## config.mk

```make
export PLATFORM = sky130hd
export DESIGN_NAME = sslr_sqrt
export DESIGN_NICKNAME = d
export VERILOG_FILES = /design/src/sv/sslr_pkg.sv /design/src/sv/sslr_sqrt.sv
export SDC_FILE = /design/constraint.sdc
export NUM_CORES = 1
export LEC_CHECK = 0
export BUFFER_PORTS_ARGS = -buffer_cell sky130_fd_sc_hd__clkbuf_2
export CORE_MARGIN = 3
export CORE_UTILIZATION = 46
export CTS_CLUSTER_SIZE = 24
export DETAILED_ROUTE_END_ITERATION = 10
export MAX_ROUTING_LAYER = met4
export PLACE_DENSITY = 0.72
export SYNTH_ARGS = -nofsm -noshare
export SYNTH_HDL_FRONTEND = slang
export SYNTH_SLANG_ARGS = --single-unit
```

## constraint.sdc

```tcl
create_clock -name clk_i -period 10.15 [get_ports clk_i]
set_clock_uncertainty 0.15 [all_clocks]
set_input_delay 2.03 -clock clk_i [delete_from_list [all_inputs] [get_ports clk_i]]
set_output_delay 2.03 -clock clk_i [all_outputs]
set_load 0.05 [all_outputs]
```

## src/sv/sslr_pkg.sv

```systemverilog
// package: shared types, defaults and helpers of the segmented sliding rms unit
`default_nettype none
package sslr_pkg;

  localparam int unsigned DefSamples  = 256;
  localparam int unsigned DefSegments = 8;

  localparam int unsigned SampleW = 16;
  localparam int unsigned SquareW = 31;
  localparam int unsigned RmsW    = 16;
  localparam int unsigned SegOutW = 3;

  typedef struct packed {
    logic                      channel;
    logic signed [SampleW-1:0] sample;
  } in_t;

  typedef struct packed {
    logic               out_channel;
    logic [SegOutW-1:0] segment;
    logic [RmsW-1:0]    rms;
    logic               last;
  } out_t;

  typedef enum logic [3:0] {
    ST_CLEAR,
    ST_IDLE,
    ST_RD0,
    ST_FIRST,
    ST_RD,
    ST_SQ,
    ST_UPD,
    ST_ROOT,
    ST_OUT
  } state_e;

  function automatic logic [SquareW-1:0] square_of(input logic signed [SampleW-1:0] v);
    logic [SampleW-1:0]   mag;
    logic [2*SampleW-1:0] prod;
    mag  = v[SampleW-1] ? SampleW'(-v) : SampleW'(v);
    prod = {{SampleW{1'b0}}, mag} * {{SampleW{1'b0}}, mag};
    return prod[SquareW-1:0];
  endfunction

endpackage
`default_nettype wire

```

## src/sv/sslr_sqrt.sv

```systemverilog
// iterative floor square root of a sum divided by the segment length, one bit a cycle
`default_nettype none
module sslr_sqrt #(
  parameter int unsigned SUM_W   = 39,
  parameter int unsigned SEG_LEN = 32
) (
  input  wire logic                     clk_i,
  input  wire logic                     rst_ni,
  input  wire logic                     start_i,
  input  wire logic [SUM_W-1:0]         sum_i,
  output logic                          done_o,
  output logic [sslr_pkg::RmsW-1:0]     root_o
);

  localparam int unsigned LenW = $clog2(SEG_LEN + 1);
  localparam int unsigned AccW = ((SUM_W > 32 + LenW) ? SUM_W : 32 + LenW) + 2;

  logic                      busy_q, busy_d;
  logic                      done_q, done_d;
  logic [sslr_pkg::RmsW-1:0] bit_q, bit_d;
  logic [sslr_pkg::RmsW-1:0] root_q, root_d;
  logic [AccW-1:0]           t_q, t_d;
  logic [AccW-1:0]           v_q, v_d;
  logic [AccW-1:0]           bl_q, bl_d;
  logic [SUM_W-1:0]          sum_q, sum_d;
  logic [AccW-1:0]           cand;
  logic [AccW-1:0]           v_acc;
  logic                      fit;

  // candidate is SEG_LEN * (root + bit)^2, kept as running terms
  assign cand = t_q + v_q + bl_q;
  assign fit  = cand <= AccW'(sum_q);
  assign v_acc = fit ? (v_q + (bl_q << 1)) : v_q;

  always_comb begin
    busy_d = busy_q;
    done_d = 1'b0;
    bit_d  = bit_q;
    root_d = root_q;
    t_d    = t_q;
    v_d    = v_q;
    bl_d   = bl_q;
    sum_d  = sum_q;
    if (start_i) begin
      busy_d = 1'b1;
      bit_d  = {1'b1, {(sslr_pkg::RmsW-1){1'b0}}};
      root_d = '0;
      t_d    = '0;
      v_d    = '0;
      bl_d   = AccW'(SEG_LEN) << (2 * (sslr_pkg::RmsW - 1));
      sum_d  = sum_i;
    end else if (busy_q) begin
      if (fit) begin
        t_d    = cand;
        root_d = root_q | bit_q;
      end
      v_d   = v_acc >> 1;
      bl_d  = bl_q >> 2;
      bit_d = bit_q >> 1;
      if (bit_q[0]) begin
        busy_d = 1'b0;
        done_d = 1'b1;
      end
    end
  end

  always_ff @(posedge clk_i or negedge rst_ni) begin
    if (!rst_ni) begin
      busy_q <= 1'b0;
      done_q <= 1'b0;
    end else begin
      busy_q <= busy_d;
      done_q <= done_d;
    end
  end

  always_ff @(posedge clk_i) begin
    bit_q  <= bit_d;
    root_q <= root_d;
    t_q    <= t_d;
    v_q    <= v_d;
    bl_q   <= bl_d;
    sum_q  <= sum_d;
  end

  assign done_o = done_q;
  assign root_o = root_q;

endmodule
`default_nettype wire
```

==> out/results.ini, run 1 <==
[status]
outcome=finished clean

[drt]
drt_first_iter_violations=864
antenna_left=0
wl_per_cell_um=16.89
post_drt_via_cell_ratio=5.894
vias=8871
wl_um=25420
route.detailed.drc=0
drtPass1Iterations=6

[synth]
yosysTopAreaCell=dfxtp_1
syn_inst=1179
ys_ff_latch=156
yosysWarningCount=0
synth_ff_type=dfxtp_1
ys_seq_area_share_pct=33.35
synth_top_area_share_pct=21.79
syn_avg_cell_area_um2=8.962
yosys-top-cells-area=dfxtp_1 22%, ha_1 14%, edfxtp_1 11%
synthDistinctLibCells=72
ys_async_sr_fraction_pct=1.282
syn_nets=1359
syn-cell-area_um2=10570
synth-edff-count=39

[worst_setup_path]
cp_slowest_cell=and2_2
crit_chain=fa_1 -> ha_1 -> inv_1 -> fa_1 -> nand2b_1 -> a211oi_1 -> o2111ai_1 -> and3_1 -> o31ai_1 -> a21oi_1 -> o21ai_0 -> xor2_1 -> ha_1 -> nand4_2 -> nor4_4 -> nand4_1 -> or4_1 -> o21ai_1 -> o221ai_2 -> nor3_4 -> and2_2 -> a21oi_1 -> o311a_1
critPathMaxFanout=47
critical_path_class=flop to flop
crit_path_end_kind=flop
cp_num_buf_inv=1
required_ps=10310
cp_top_family=simple AND/OR/NAND/NOR gates
arrival_ps=8010
worst_path_largest_cell_delay_ps=960
critPathLaunchType=flop

[floorplanning]
dieWidth_um=157.6
dieArea_um2=24830
io_pins=59
rows=54
fp.coreArea_um2=22230
dieHeight_um=157.6
start_util_pct=47.53

[timing]
worstMarginPinSlew_ps=1039
drv_slew=0
finalSetupTns_ps=0
hold_violations=0
rsz0062_at_grt=no
setup_viol=0
fmax_mhz=127.5
post-route-period-util_pct=77.30
fin_crit_ps=7846
slew_headroom_pct=30.75

[clock_network]
ctsResizeCount=0
cts.sinks=156
path_clk_slew_ps=70
cts-root-buf=clkbuf_16
insertion_delay_ps=430
max-clock-path-buffers=2
post_cts_buffers=0
cts_buffers=17
h-tree-depth=4
tritoncts=yes
cts_hold_buf=0

[power_and_ir_drop]
p_leak_nw=5.374
power_density_nw_per_um2=200.1
peakVddDrop_v=0.0001660

[place]
gp_congestion=0.9326
port_buffers=58
placedCellCount=1473
hpwl_um=18790

[global_route]
grt_pass1_vias=8238
antenna_found_initial=0
track_usage_pct=21.51
grt_max_degree=65
grt_pass1_wl_um=41610
grt_overflow=0

[finish]
drive_above_1_share_pct=9.388
area_growth_pct=9.982
fin_cells=1505
final_cell_mix=142 x nor2_1, 119 x ha_1, 115 x dfxtp_1
num_antenna_cells=0
final_common_cell=nor2_1
nets=1392

[flow_run]
drv_cap=0

[worst_hold_path]
hold_class=flop to flop

==> cell families after synthesis <==
kind of cell | Yosys count | synth area share, %
and+or+nand+nor | 328 | 14.64
AOI/OAI and AO/OA | 299 | 18.86
DFF | 156 | 33.35
buffers and inverters | 146 | 5.412
adders and majority gates | 138 | 17.69
muxes | 62 | 5.909
xor gates and xnor gates | 50 | 4.144
==> cell type report <==
type	instances	area, um2
clock buffer	22	455.4
clock inverter	10	116.4
fill	2019	10610
inverter	97	364.1
multi-input combinational	877	6477
sequential	156	3527
tap	280	350.3
timing repair buffer	63	330.3
==> state kept, by name, summed over array words and instances, names as in the netlist <==
signal	flops
t_q	41
v_q	40
sum_q	39
bit_q	16
root_o	16
bl_q	2
busy_q	1
done_o	1
==> where the power goes <==
part	leakage [nW]	internal [W]	switching (W)	total (W)
clock network	0.282	0.000370	0.000268	0.000638
logic	3.76	0.000342	0.000563	0.000905
registers	1.34	0.000713	0.0000695	0.000783
total	5.37	0.00143	0.000900	0.00233
==> path summary, 6_finish.rpt <==
| check | startpoint | to | slack (ps) | depth (start not counted) |
|---|---|---|---|---|
| worst min register to register | root_o[13] | root_o[13] | 320 | 2 |
| worst max register to register | t_q[1] | v_q[28] | 2300 | 23 |
| max in group asynchronous | rst_ni | busy_q | 8500 | 1 |
| worst min-delay path | root_o[13] | root_o[13] | 320 | 2 |
| worst max-delay path | t_q[1] | v_q[28] | 2300 | 23 |
| min in group asynchronous | rst_ni | done_o | 1230 | 1 |
==> through the flow <==
step           util, %  power [W]  setup slack [ps]  hold slack (ps)  cell area [um2]
4_1_cts          52.28   0.002326              2364            325.3            11620
3_5_place_dp     49.71   0.001681              2498            310.1            11050
6_report         52.28   0.002325              2304            318.6            11620
5_1_grt          52.28   0.002473              1835            341.4            11620
2_1_floorplan        -   0.001481              4216            286.3            10570
3_3_place_gp     49.71   0.001663              2561            294.7            11050
==> worst register-to-register path: stages, from the launching register on <==
cell,delay [ps]
dfxtp_1,330
fa_1,560
ha_1,190
inv_1,60
fa_1,390
nand2b_1,190
a211oi_1,320
o2111ai_1,260
and3_1,230
o31ai_1,490
a21oi_1,180
o21ai_0,230
xor2_1,110
ha_1,330
nand4_2,160
nor4_4,360
nand4_1,150
or4_1,550
o21ai_1,130
o221ai_2,140
nor3_4,610
and2_2,970
a21oi_1,240
o311a_1,370
==> layer usage <==
| metal | vias to the layer above | wire (um) | share of wire, % | track usage, % |
|---|---|---|---|---|
| met5 | - | 0 | 0 | - |
| met4 | 0 | 389 | 1.5 | 5.661 |
| met1 | 4188 | 12650 | 50 | 31.42 |
| met2 | 281 | 10740 | 42 | 31.36 |
| li1 | 4365 | - | - | - |
| met3 | 37 | 1633 | 6.4 | 2.969 |
==> cell usage after synthesis, types with 19 or more instances <==
| library cell | instances |
|---|---|
| nor2_1 | 142 |
| ha_1 | 119 |
| dfxtp_1 | 115 |
| inv_1 | 97 |
| a21oi_1 | 71 |
| mux2i_1 | 59 |
| nand2_1 | 59 |
| o21ai_0 | 55 |
| edfxtp_1 | 39 |
| a31oi_1 | 35 |
| nand3_1 | 34 |
| clkbuf_1 | 31 |
| xnor2_1 | 28 |
| a211oi_1 | 25 |
| xor2_1 | 22 |
| fa_1 | 19 |
Note: power is estimated with default switching activity, not from simulation.
==> inputs of run 2 (changes only) <==
--- a/config.mk
+++ b/config.mk
@@ -11,7 +11,7 @@
 export CTS_CLUSTER_SIZE = 24
 export DETAILED_ROUTE_END_ITERATION = 10
 export MAX_ROUTING_LAYER = met4
-export PLACE_DENSITY = 0.72
+export PLACE_DENSITY = 0.74
 export SYNTH_ARGS = -nofsm -noshare
 export SYNTH_HDL_FRONTEND = slang
 export SYNTH_SLANG_ARGS = --single-unit
==> constraint.sdc (replaced) <==
create_clock -name clk_i -period 6.8 [get_ports clk_i]
set_clock_uncertainty 0.15 [all_clocks]
set_input_delay 1.36 -clock clk_i [delete_from_list [all_inputs] [get_ports clk_i]]
set_output_delay 1.36 -clock clk_i [all_outputs]
set_load 0.05 [all_outputs]
==> run 2 against run 1 <==
Compared with the run above:
- sequential share of layout area down 0.38 points
- register-to-register slack worse by 2000 ps
- sequential cell count unchanged
- critical path depth up 1
- design area up 1.3%
- combinational power up 64%
- count of clock-buffer cells in the layout down 5
- routed wire length up 1.9%
- critical path type unchanged
- critical endpoint is now v_q[12]
- largest cell class unchanged
==> out/results.ini, run 2 (synthesized netlist as in run 1, its figures left out) <==
[clock_network]
tritoncts=yes  ; unchanged
cts-root-buf=clkbuf_16  ; unchanged
cts_hold_buf=0  ; unchanged
cts.sinks=156  ; unchanged
cts_buffers=17  ; unchanged
path_clk_slew_ps=70  ; about the same
max-clock-path-buffers=2  ; unchanged
h-tree-depth=4  ; unchanged
insertion_delay_ps=440  ; was 430 ps

[finish]
area_growth_pct=11.45  ; was 9.982%
top_regs=t_q (41), v_q (40), sum_q (39)  ; unchanged
largest_reg_flops=41  ; unchanged
final_cell_mix=142 x nor2_1, 119 x ha_1, 113 x dfxtp_1  ; was 142 x nor2_1, 119 x ha_1, 115 x dfxtp_1
top_register=t_q  ; unchanged
num_antenna_cells=0  ; unchanged
drive_above_1_share_pct=11.20  ; was 9.388%
final_common_cell=nor2_1  ; unchanged
nets=1408  ; was 1,392

[timing]
slew_headroom_pct=43.25  ; was 30.75%
setup_viol=0  ; unchanged
rsz0062_at_grt=no  ; unchanged
worstMarginPinSlew_ps=846.1  ; was 1039 ps
hold_violations=0  ; unchanged
fmax_mhz=152.9  ; was 127.5 MHz
fin_ws_ps=258.3  ; was 2304 ps
post-route-period-util_pct=96.20  ; was 77.30%
fin_crit_ps=6542  ; was 7846 ps
finalSetupTns_ps=0  ; unchanged
drv_slew=0  ; unchanged

[place]
gp_congestion=0.9388  ; was 0.9326
port_buffers=58  ; unchanged
place_ws_ps=163.1  ; was 2498 ps
hpwl_um=19490  ; was 18,790 um

[worst_setup_path]
crit_path_end_kind=flop  ; unchanged
arrival_ps=6740  ; was 8010 ps
critPathMaxFanout=19  ; was 47
required_ps=6990  ; was 10,310 ps
critPathLaunchType=flop  ; unchanged
critical_path_class=flop to flop  ; unchanged

[floorplanning]
dieArea_um2=24830  ; unchanged
fp.coreArea_um2=22230  ; unchanged
dieHeight_um=157.6  ; unchanged
dieWidth_um=157.6  ; unchanged
start_util_pct=47.53  ; unchanged
rows=54  ; unchanged
io_pins=59  ; unchanged

[drt]
drtPass1Iterations=6  ; unchanged
vias=8938  ; was 8,871
antenna_left=0  ; unchanged
route.detailed.drc=0  ; unchanged
drt_first_iter_violations=667  ; was 864
wl_per_cell_um=17.03  ; was 16.89 um
wl_um=25900  ; was 25,420 um
post_drt_via_cell_ratio=5.876  ; was 5.894

[status]
outcome=finished clean  ; unchanged

[power_and_ir_drop]
combPwrFrac_pct=41.0  ; was 38.9%
p_int_w=0.002171  ; was 0.001425 W
peakVddDrop_v=0.0002537  ; was 0.0001660 V
p_clk_share_pct=26.7  ; was 27.4%
p_sw_w=0.001429  ; was 0.0009002 W
swShare_pct=39.69  ; was 38.71%
p_leak_nw=5.460  ; was 5.374 nW
seqPwrFrac_pct=32.3  ; was 33.6%
power_density_nw_per_um2=305.7  ; was 200.1 nW/um2

[worst_hold_path]
hold_class=flop to flop  ; unchanged

[global_route]
grt_overflow=0  ; unchanged
grt_pass1_vias=8100  ; was 8,238
track_usage_pct=21.43  ; was 21.51%
antenna_found_initial=0  ; unchanged
grt_pass1_wl_um=41330  ; was 41,610 um
grt_max_degree=77  ; was 65

[flow_run]
drv_cap=0  ; unchanged

## run 2: critical path: stages, from the launching register on
cell and delay, ps:
dfxtp_2 400, inv_1 90, fa_1 550, inv_1 50
ha_1 400, nand2_1 100, o2111ai_1 190, a21oi_1 110
o21a_1 270, o31a_1 380, o21ai_0 170, o21ai_0 120
xnor2_1 330, ha_1 340, a2111oi_2 330, o21ai_0 180
a311oi_1 470, o221a_2 270, o311a_1 180, o221ai_2 120
nor3_4 320, buf_4 180, nand2_4 130, or3_1 370
a311oi_1 250
## run 2: final timing paths
path / start / end / cells after the start / slack (ps)
min reg2reg: t_q[29] / t_q[29] / 2 / 320
min: t_q[29] / t_q[29] / 2 / 320
max: bit_q[4] / v_q[12] / 24 / 260
max reg2reg: bit_q[4] / v_q[12] / 24 / 260
max in group asynchronous: rst_ni / busy_q / 1 / 5830
min in group asynchronous: rst_ni / done_o / 1 / 560
## run 2: area by class of cell
type / count / area [um2]
Inverter: 97 / 364.1
Clock buffer: 17 / 425.4
Fill cell: 2032 / 10450
Multi-Input combinational cell: 877 / 6499
Timing Repair Buffer: 79 / 457.9
Tap cell: 280 / 350.3
Sequential cell: 156 / 3530
Clock inverter: 15 / 150.1
## run 2: layer usage
| metal | vias up | wire length, um | GRT usage, % |
|---|---|---|---|
| met2 | 298 | 11170 | 30.78 |
| met4 | 0 | 431 | 5.661 |
| met3 | 30 | 1725 | 4.289 |
| met1 | 4211 | 12570 | 30.84 |
| met5 | - | 0 | - |
| li1 | 4399 | - | - |
## run 2: power by group through the flow
| stage | registers (W) | clock network, W | logic, W |
|---|---|---|---|
| floorplan | 0.00116 | 0 | 0.00105 |
| global placement | 0.00118 | 0 | 0.00136 |
| detailed placement | 0.00118 | 0 | 0.00141 |
| CTS | 0.00116 | 0.000976 | 0.00142 |
| global route | 0.00118 | 0.00102 | 0.00162 |
| finish | 0.00116 | 0.000961 | 0.00148 |
## run 2: timing repair
item | 4_1_cts | 5_1_grt
buffers inserted | 0 | 4
resized for setup | 0 | 9
endpoints found under the setup margin | 0 | 69
## run 2: metrics by stage
step	utilization (%)	hold WS (ps)	power, W	cell area, um2	cells
6_report	52.98	320.7	0.003600	11780	1521
5_1_grt	52.98	351.2	0.003811	11780	1521
4_1_cts	52.70	315.5	0.003553	11720	1517
3_5_place_dp	50.11	305.8	0.002588	11140	1485
3_3_place_gp	50.11	296.4	0.002538	11140	1485
2_1_floorplan	-	286.3	0.002210	10570	1179
==> inputs of run 3 (changes only) <==
--- a/config.mk
+++ b/config.mk
@@ -6,12 +6,12 @@
 export NUM_CORES = 1
 export LEC_CHECK = 0
 export BUFFER_PORTS_ARGS = -buffer_cell sky130_fd_sc_hd__clkbuf_2
-export CORE_MARGIN = 3
+export CORE_MARGIN = 10
 export CORE_UTILIZATION = 46
 export CTS_CLUSTER_SIZE = 24
 export DETAILED_ROUTE_END_ITERATION = 10
 export MAX_ROUTING_LAYER = met4
-export PLACE_DENSITY = 0.74
+export PLACE_DENSITY = 0.72
 export SYNTH_ARGS = -nofsm -noshare
 export SYNTH_HDL_FRONTEND = slang
 export SYNTH_SLANG_ARGS = --single-unit
==> constraint.sdc (replaced) <==
create_clock -name clk_i -period 7.36 [get_ports clk_i]
set_clock_uncertainty 0.15 [all_clocks]
set_input_delay 1.472 -clock clk_i [delete_from_list [all_inputs] [get_ports clk_i]]
set_output_delay 1.472 -clock clk_i [all_outputs]
set_load 0.05 [all_outputs]
==> run 3 against run 2 <==
Compared with the run above:
- clock power fell by 5.6%
- non-clock buffer count fell by 10
- sequential cell count did not move
- power fell by 8.4%
- setup slack improved by 200 ps
- worst hold slack got worse by 14 ps
==> out/results.ini, run 3 (synthesized netlist as in run 1, its figures left out) <==
[worst_setup_path]
crit_path_end_kind=flop  ; unchanged
required_ps=7540  ; was 6990 ps
crit_chain=fa_1 -> ha_1 -> inv_1 -> fa_1 -> nand2b_1 -> a211oi_1 -> o2111ai_1 -> and3_1 -> o31ai_2 -> a21oi_1 -> o21ai_0 -> xor2_1 -> ha_1 -> nand4_2 -> nor4_4 -> nand4_1 -> or4_1 -> o21ai_1 -> o221ai_2 -> nor3_4 -> nand2_2 -> or3_1 -> a311oi_1  ; was inv_1 -> fa_1 -> inv_1 -> ha_1 -> nand2_1 -> o2111ai_1 -> a21oi_1 -> o21a_1 -> o31a_1 -> o21ai_0 -> o21ai_0 -> xnor2_1 -> ha_1 -> a2111oi_2 -> o21ai_0 -> a311oi_1 -> o221a_2 -> o311a_1 -> o221ai_2 -> nor3_4 -> buf_4 -> nand2_4 -> or3_1 -> a311oi_1
critPathLaunchType=flop  ; unchanged
worstSetupStartpoint=t_q[1]  ; was bit_q[4]
critPathMaxFanout=19  ; unchanged
cp_slowest_cell=fa_1  ; unchanged
timing.rr.start=t_q[1]  ; was bit_q[4]
arrival_ps=7090  ; was 6740 ps
cp_top_family=simple AND/OR/NAND/NOR gates  ; was compound AO/OA/AOI/OAI gates
critical_path_class=flop to flop  ; unchanged
cp_num_buf_inv=1  ; was 3
worst_path_largest_cell_delay_ps=540  ; was 550 ps

[power_and_ir_drop]
power_density_nw_per_um2=281.4  ; was 305.7 nW/um2
p_int_w=0.002021  ; was 0.002171 W
seqPwrFrac_pct=32.7  ; was 32.3%
p_sw_w=0.001277  ; was 0.001429 W
swShare_pct=38.72  ; was 39.69%
combPwrFrac_pct=39.8  ; was 41.0%
peakVddDrop_v=0.0001717  ; was 0.0002537 V
p_leak_nw=5.425  ; was 5.460 nW
p_clk_share_pct=27.5  ; was 26.7%

[finish]
final_cell_mix=142 x nor2_1, 119 x ha_1, 115 x dfxtp_1  ; was 142 x nor2_1, 119 x ha_1, 113 x dfxtp_1
nets=1398  ; was 1,408
drive_above_1_share_pct=10.07  ; was 11.20%
area_growth_pct=10.93  ; was 11.45%
top_register=t_q  ; unchanged
top_regs=t_q (41), v_q (40), sum_q (39)  ; unchanged
num_antenna_cells=0  ; unchanged
nFillCells=2048  ; was 2,032
final_common_cell=nor2_1  ; unchanged
largest_reg_flops=41  ; unchanged
stdcell_area_um2=11720  ; was 11,780 um2

[floorplanning]
fp.coreArea_um2=22640  ; was 22,230 um2
dieWidth_um=171.6  ; was 157.6 um
start_util_pct=46.67  ; was 47.53%
rows=55  ; was 54
io_pins=59  ; unchanged
dieArea_um2=29430  ; was 24,830 um2
dieHeight_um=171.6  ; was 157.6 um

[drt]
drt_first_iter_violations=654  ; was 667
vias=8782  ; was 8,938
wl_um=26160  ; was 25,900 um
route.detailed.drc=0  ; unchanged
post_drt_via_cell_ratio=5.793  ; was 5.876
antenna_left=0  ; unchanged
drtPass1Iterations=6  ; unchanged
wl_per_cell_um=17.25  ; was 17.03 um

[worst_hold_path]
hold_class=flop to flop  ; unchanged
hold_start=t_q[29]  ; unchanged

[timing]
hold_violations=0  ; unchanged
finalSetupTns_ps=0  ; unchanged
post-route-period-util_pct=93.76  ; was 96.20%
fmax_mhz=144.9  ; was 152.9 MHz
rsz0062_at_grt=no  ; unchanged
worstMarginPinSlew_ps=836.2  ; was 846.1 ps
setup_viol=0  ; unchanged
fin_crit_ps=6901  ; was 6542 ps
slew_headroom_pct=44.25  ; was 43.25%
drv_slew=0  ; unchanged

[place]
gp_congestion=0.9426  ; was 0.9388
port_buffers=58  ; unchanged
hpwl_um=19590  ; was 19,490 um
dpl_cell_area_um2=11110  ; was 11,140 um2

[global_route]
grt_pass1_vias=8479  ; was 8,100
track_usage_pct=18.55  ; was 21.43%
grt_pass1_wl_um=43010  ; was 41,330 um
antenna_found_initial=0  ; unchanged
grt_max_degree=77  ; unchanged
grt_overflow=0  ; unchanged

[clock_network]
path_clk_slew_ps=70  ; about the same
cts_hold_buf=0  ; unchanged
tritoncts=yes  ; unchanged
max-clock-path-buffers=2  ; unchanged
cts_buffers=17  ; unchanged
cts.sinks=156  ; unchanged
h-tree-depth=4  ; unchanged
insertion_delay_ps=440  ; about the same
cts-root-buf=clkbuf_16  ; unchanged

[flow_run]
drv_cap=0  ; unchanged

[status]
outcome=finished clean  ; unchanged

run 3: cell count changes in the layout (fill, tap and decap cells not counted), moves of 2 or more:
| cell | previous run | this run |
|---|---|---|
| inv_8 | 4 | 0 |
| clkinv_4 | 0 | 3 |
| dfxtp_1 | 113 | 115 |
| dfxtp_2 | 2 | 0 |
| buf_4 | 20 | 10 |
| inv_6 | 5 | 3 |
| clkbuf_16 | 17 | 19 |
run 3: worst paths after layout:
kind / depth (start not counted) / slack [ps] / end
max: 23 / 460 / v_q[10]
min: 2 / 310 / t_q[29]
max reg2reg: 23 / 460 / v_q[10]
min reg2reg: 2 / 310 / t_q[29]
max in group asynchronous: 1 / 6270 / busy_q
min in group asynchronous: 1 / 670 / done_o
run 3: area by class of cell:
class	count	area [um2]	share of cell area, %
Timing Repair Buffer	69	391.6	3.341
Tap cell	285	356.6	3.042
Clock buffer	21	493.0	4.206
Sequential cell	156	3527	30.09
Clock inverter	11	105.1	0.8967
Multi-Input combinational cell	877	6484	55.32
Inverter	97	364.1	3.106
run 3: tightest hold or removal path, delay by kind of cell (launching register included):
family          cells  cell delay (ps)
flops               1              310
simple gates        1               50
compound gates      1               50
run 3: power by group through the flow:
stage / Clock (W) / Combinational [W] / Sequential [W]
3_3_place_gp: 0 / 0.00125 / 0.00109
5_1_grt: 0.000957 / 0.00146 / 0.00109
6_report: 0.000907 / 0.00131 / 0.00108
2_1_floorplan: 0 / 0.000970 / 0.00107
3_5_place_dp: 0 / 0.00128 / 0.00109
4_1_cts: 0.000919 / 0.00129 / 0.00108
run 3: what timing repair did:
action	in CTS	in global routing
setup buffers	0	1
resized for setup	0	3
endpoints found under the setup margin	0	90
run 3: routing by layer:
metal | GRT usage [%] | wire length (um)
met1 | 25.85 | 13280
met2 | 26.52 | 10930
met3 | 3.163 | 1414
met4 | 6.352 | 530
met5 | - | 0
run 3: metrics by stage:
step                      util [%]  hold slack [ps]  cells  total power (W)  setup WS [ps]
after floorplan                  -            286.3   1179         0.002042           1426
after global placement       49.05            292.9   1483         0.002342          551.9
after detailed placement     49.05            296.7   1483         0.002374          364.2
after CTS                    51.69            305.5   1515         0.003287          263.4
after global routing         51.77            314.8   1516         0.003508          10.28
final                        51.77            306.9   1516         0.003298          459.0
